## src/rtl/core/tic_pkg.sv

```systemverilog
// ----------------------------------------------------------------------------
// tic_pkg
// Shared constants and helper functions for the tweaked IDEA cipher core.
// ----------------------------------------------------------------------------
package tic_pkg;

  localparam int unsigned IndexBitsDefault = 28;
  localparam int unsigned NumSubkeys       = 52;
  localparam int unsigned NumRounds        = 8;
  localparam logic [15:0] SubkeyXor        = 16'h0dae;
  localparam int unsigned TweakLowKey      = 22;
  localparam int unsigned TweakHighKey     = 28;

  typedef logic [15:0] word_t;
  typedef word_t subkeys_t [NumSubkeys];

  typedef enum logic [0:0] {
    REG_KEY_HIGH = 1'b0,
    REG_KEY_LOW  = 1'b1
  } reg_index_t;

  // Reduction of a registered 32-bit product modulo 65537 (0 stands for 65536).
  function automatic word_t mul_reduce(input logic [31:0] p, input word_t x, input word_t y);
    word_t lo;
    word_t hi;
    begin
      lo = p[15:0];
      hi = p[31:16];
      if (p == 32'd0) begin
        mul_reduce = 16'd1 - x - y;
      end else if (lo >= hi) begin
        mul_reduce = lo - hi;
      end else begin
        mul_reduce = lo - hi + 16'd1;
      end
    end
  endfunction

  // Full key schedule: 25-bit rotations of the 128-bit key, then the XOR mask.
  function automatic subkeys_t expand(input logic [63:0] kh, input logic [63:0] kl);
    logic [127:0] key;
    subkeys_t     k;
    begin
      key = {kh, kl};
      for (int i = 0; i < NumSubkeys; i++) begin
        k[i] = key[127 - 16 * (i % 8) -: 16] ^ SubkeyXor;
        if (i % 8 == 7) begin
          key = {key[102:0], key[127:103]};
        end
      end
      expand = k;
    end
  endfunction

endpackage

```

## src/rtl/core/tic_mul_stage.sv

```systemverilog
// ----------------------------------------------------------------------------
// tic_mul_stage
// Two-stage modulo-65537 multiplier with a hold enable: product, then reduction.
// ----------------------------------------------------------------------------
module tic_mul_stage (
  input  logic        clk,
  input  logic        en,
  input  logic [15:0] a,
  input  logic [15:0] b,
  output logic [15:0] prod
);

  logic [31:0] raw;
  logic [15:0] a_q;
  logic [15:0] b_q;

  // The operands travel with the raw product because a zero product needs them.
  always_ff @(posedge clk) begin
    if (en) begin
      raw  <= a * b;
      a_q  <= a;
      b_q  <= b;
      prod <= tic_pkg::mul_reduce(raw, a_q, b_q);
    end
  end

endmodule

```

## config.mk

```make
export PLATFORM = sky130hd
export DESIGN_NAME = tic_mul_stage
export DESIGN_NICKNAME = d
export VERILOG_FILES = /design/src/rtl/core/tic_pkg.sv /design/src/rtl/core/tic_mul_stage.sv
export SDC_FILE = /design/constraint.sdc
export NUM_CORES = 1
export LEC_CHECK = 0
export BUFFER_PORTS_ARGS = -buffer_cell sky130_fd_sc_hd__buf_2
export CAP_MARGIN = 20
export CORE_ASPECT_RATIO = 1.4
export CORE_UTILIZATION = 48
export CTS_CLUSTER_DIAMETER = 30
export DETAILED_ROUTE_END_ITERATION = 8
export GPL_ROUTABILITY_DRIVEN = 0
export PLACE_DENSITY_LB_ADDON = 0.1
export SLEW_MARGIN = 20
export SYNTH_ARGS = -nofsm -noshare
export SYNTH_HDL_FRONTEND = slang
export SYNTH_SLANG_ARGS = --single-unit
```

## constraint.sdc

```tcl
create_clock -name clk -period 9.4 [get_ports clk]
set_clock_uncertainty 0.05 [all_clocks]
set_input_delay 0.94 -clock clk [delete_from_list [all_inputs] [get_ports clk]]
set_output_delay 0.94 -clock clk [all_outputs]
set_load 0.02 [all_outputs]
```

==> impl_metrics.py <==
metrics = {
    "status": {
        "status": "completed",
    },
    "timing": {
        "worst_pin_slew_ns": 1.05,
        "timing_hold_violations_final": 0,
        "final_cycle_share_pct": 75.1,
        "report.final.setup_viol": 0,
        "relSlewSlack_pct": 30.1,
        "final-max-slew-violation-count": 0,
        "fmax_mhz": 142,
        "fin_setup_tns_ns": 0,
        "unrepaired_setup_endpoints_after_global_routing": "no",
        "min_tclk_post_route_ns": 7.06,
    },
    "logic_synthesis": {
        "yosysMostFrequentCell": "inv_1",
        "most_frequently_used_flop_master_after_synthesis": "edfxtp_1",
        "yosysTopAreaCellShare_pct": 30.0,
        "number_of_synthesized_flops_with_an_enable_pin": 80,
        "synth_top_cell_by_area": "fa_1",
        "synth_xor_area_share_pct": 4.59,
        "yosys_cell_types": 64,
        "synthArstFlopShare_pct": 0,
        "post_synth_fa_ha_maj_area_fraction_pct": 44.4,
        "synth_seq_area_share_pct": 18.4,
        "area_fraction_in_compound_gates_after_synthesis_pct": 6.98,
        "synth.avg_cell_area_um2": 9.58,
        "synth.cells.most_frequent": "inv_1 (281), fa_1 (196), nand2_1 (166)",
        "syn-cell-area_um2": 13100,
        "yosys_register_bits": 80,
        "yosys-top-cells-area": "fa_1 (30%), edfxtp_1 (18%), ha_1 (14%)",
        "synthSimpleGateAreaFrac_pct": 15.7,
        "synthMuxAreaShare_pct": 0.622,
        "largest_family_of_logic_cells_by_synthesized_area": "adder cells",
        "synth_warnings": 0,
        "syn_nets": 1745,
        "synthCells": 1365,
    },
    "layout": {
        "layout_cell_share_with_drive_strength_beyond_1_pct": 5.46,
        "num_antenna_cells": 0,
        "layout.nets": 1767,
        "syn2layout_area_growth_pct": 6.38,
        "fillCellCount": 2566,
    },
    "grt": {
        "grt_total_ovfl": 0,
        "grt.total_usage_pct": 25.5,
        "via_count_of_the_first_global_routing_pass": 9903,
        "pin_count_of_the_biggest_net_entering_global_routing": 81,
        "wire_length_of_the_first_global_routing_pass_mm": 53.0,
        "grt_antenna_before_repair": 0,
    },
    "placement": {
        "dpl.hpwl_mm": 26.9,
        "io_buffer_count": 49,
    },
    "worst_setup_path": {
        "worstSetupEndpointType": "register",
        "crit_path_frequent_cell": "fa_1",
        "crit_path_cell_trace": "buf_2 > nand2_1 > fa_1 > fa_1 > fa_1 > inv_1 > fa_1 > fa_1 > inv_1 > fa_1 > inv_1 > ha_1 > a21o_1 > o21ai_0 > a21oi_1 > a2111oi_0 > o31ai_1 > a21oi_1 > o21bai_1 > a21o_1 > xor2_1",
        "arrival_ns": 7.11,
        "setup.reg_to_reg.worst_slack_ns": 5.62,
        "path_max_fanout": 17,
        "worst_setup_path_start_kind": "primary input",
        "crit_required_ns": 9.45,
        "cp_max_delay_cell": "a2111oi_0",
        "critical_path_class": "primary input to register",
        "slowest_delay_ns": 0.74,
        "worst_r2r_path_depth": 14,
    },
    "clock_tree": {
        "root_buffer": "clkbuf_16",
        "worstSkewPairLatency_ns": 0.35,
        "post_cts_resize_count": 0,
        "cts_setup_buffers": 0,
        "clk_transition_reported_paths_ns": 0.06,
        "cts-buffers-inserted": 9,
        "clock_tree.htree_level_count": 3,
        "numClockSinks": 80,
        "clk_buf_depth": 2,
        "clock_tree_from_tritoncts": "built",
        "hold_bufs_inserted_after_cts": 0,
    },
    "drt": {
        "drc": 0,
        "drt-vias-per-instance": 5.36,
        "drt_wl_total_mm": 33.4,
        "num_vias": 9413,
        "wire_per_inst_um": 19.0,
        "dr.first_iter.drc_count": 372,
        "first_pass_iters": 4,
        "ant_nets": 0,
    },
    "floorplanning": {
        "rows": 71,
        "top_level_ports": 50,
        "dieArea_um2": 27900,
        "floorplan.die.width_um": 141,
        "core_region_area_um2": 26800,
        "floorplan.initialDensity_pct": 48.7,
        "height_of_the_die_um": 197,
    },
    "job": {
        "drv_cap": 0,
    },
    "worst_hold_path": {
        "whs_path_depth": 2,
        "hp-class": "register to register",
    },
}
[worst max-delay path: cells and delay by family]
family	cells	cell delay, ns
fa+ha+maj	7	3.40
compound gates	8	1.95
simple gates	1	0.15
xor+xnor	1	0.14
buf+inv	4	0.52
[state kept, by name, indices dropped and copies added (netlist names)]
| signal | cells |
|---|---|
| a_q | 16 |
| raw | 32 |
| b_q | 16 |
| prod | 16 |
[logic make-up (layout without fill, tap and decap cells)]
kind of cell             after synthesis  after routing
AO/OA/AOI/OAI                        138            138
multiplexers                           8              8
flip-flops                            80             80
adder cells (fa/ha/maj)              346            346
buffers and inverters                320            346
XOR/XNOR                              66             66
AND/OR/NAND/NOR                      407            407
[placed cells by master (no fill, tap or decap), types with 7 or more instances in the layout]
master       n
nand3_1     10
mux2i_1      7
and2_1     118
clkbuf_16    9
nand4_1      9
nor4_1       9
nor3_1      13
o21ai_0     12
inv_1      281
fa_1       196
xnor2_1     42
o21ai_1     14
o21a_1       8
xor2_1      21
nand2_1    166
edfxtp_1    80
ha_1       150
a21oi_1     35
a21o_1      25
nor2_1      39
buf_2       48
[final cells by class]
cell class | count | area, µm² | area share, %
Clock buffer | 10 | 229 | 1.65
Clock inverter | 5 | 58.8 | 0.423
Inverter | 281 | 1050 | 7.59
Multi-Input combinational cell | 965 | 9450 | 67.9
Sequential cell | 80 | 2400 | 17.3
Tap cell | 365 | 457 | 3.28
Timing Repair Buffer | 50 | 255 | 1.84
[path summary, 6_finish.rpt]
kind | start | end
hold reg to reg | b_q[0] | prod[0]
setup / recovery | a[10] | raw[29]
hold / removal | b_q[0] | prod[0]
setup reg to reg | a_q[1] | prod[15]
[stage by stage]
step,setup slack [ns],util [%],hold slack (ns),std cells,cell area (µm²)
3_3_place_gp,2.08,50.8,0.598,1741,13600
2_1_floorplan,2.61,-,0.580,1365,13100
5_1_grt,2.04,51.8,0.649,1756,13900
6_report,2.34,51.8,0.622,1756,13900
3_5_place_dp,1.98,50.8,0.611,1741,13600
4_1_cts,2.34,51.8,0.619,1756,13900
[per-layer routing]
metal | GRT usage (%) | vias to the layer above | part of all wire, %
li1 | - | 4371 | -
met1 | 28.3 | 4815 | 37
met2 | 49.1 | 179 | 56
met3 | 2.11 | 48 | 2.7
met4 | 11.5 | 0 | 4.2
met5 | 0 | - | 0
Power is not shown: default switching activity piles up to over one toggle a cycle in this logic, so the estimate is an artifact.
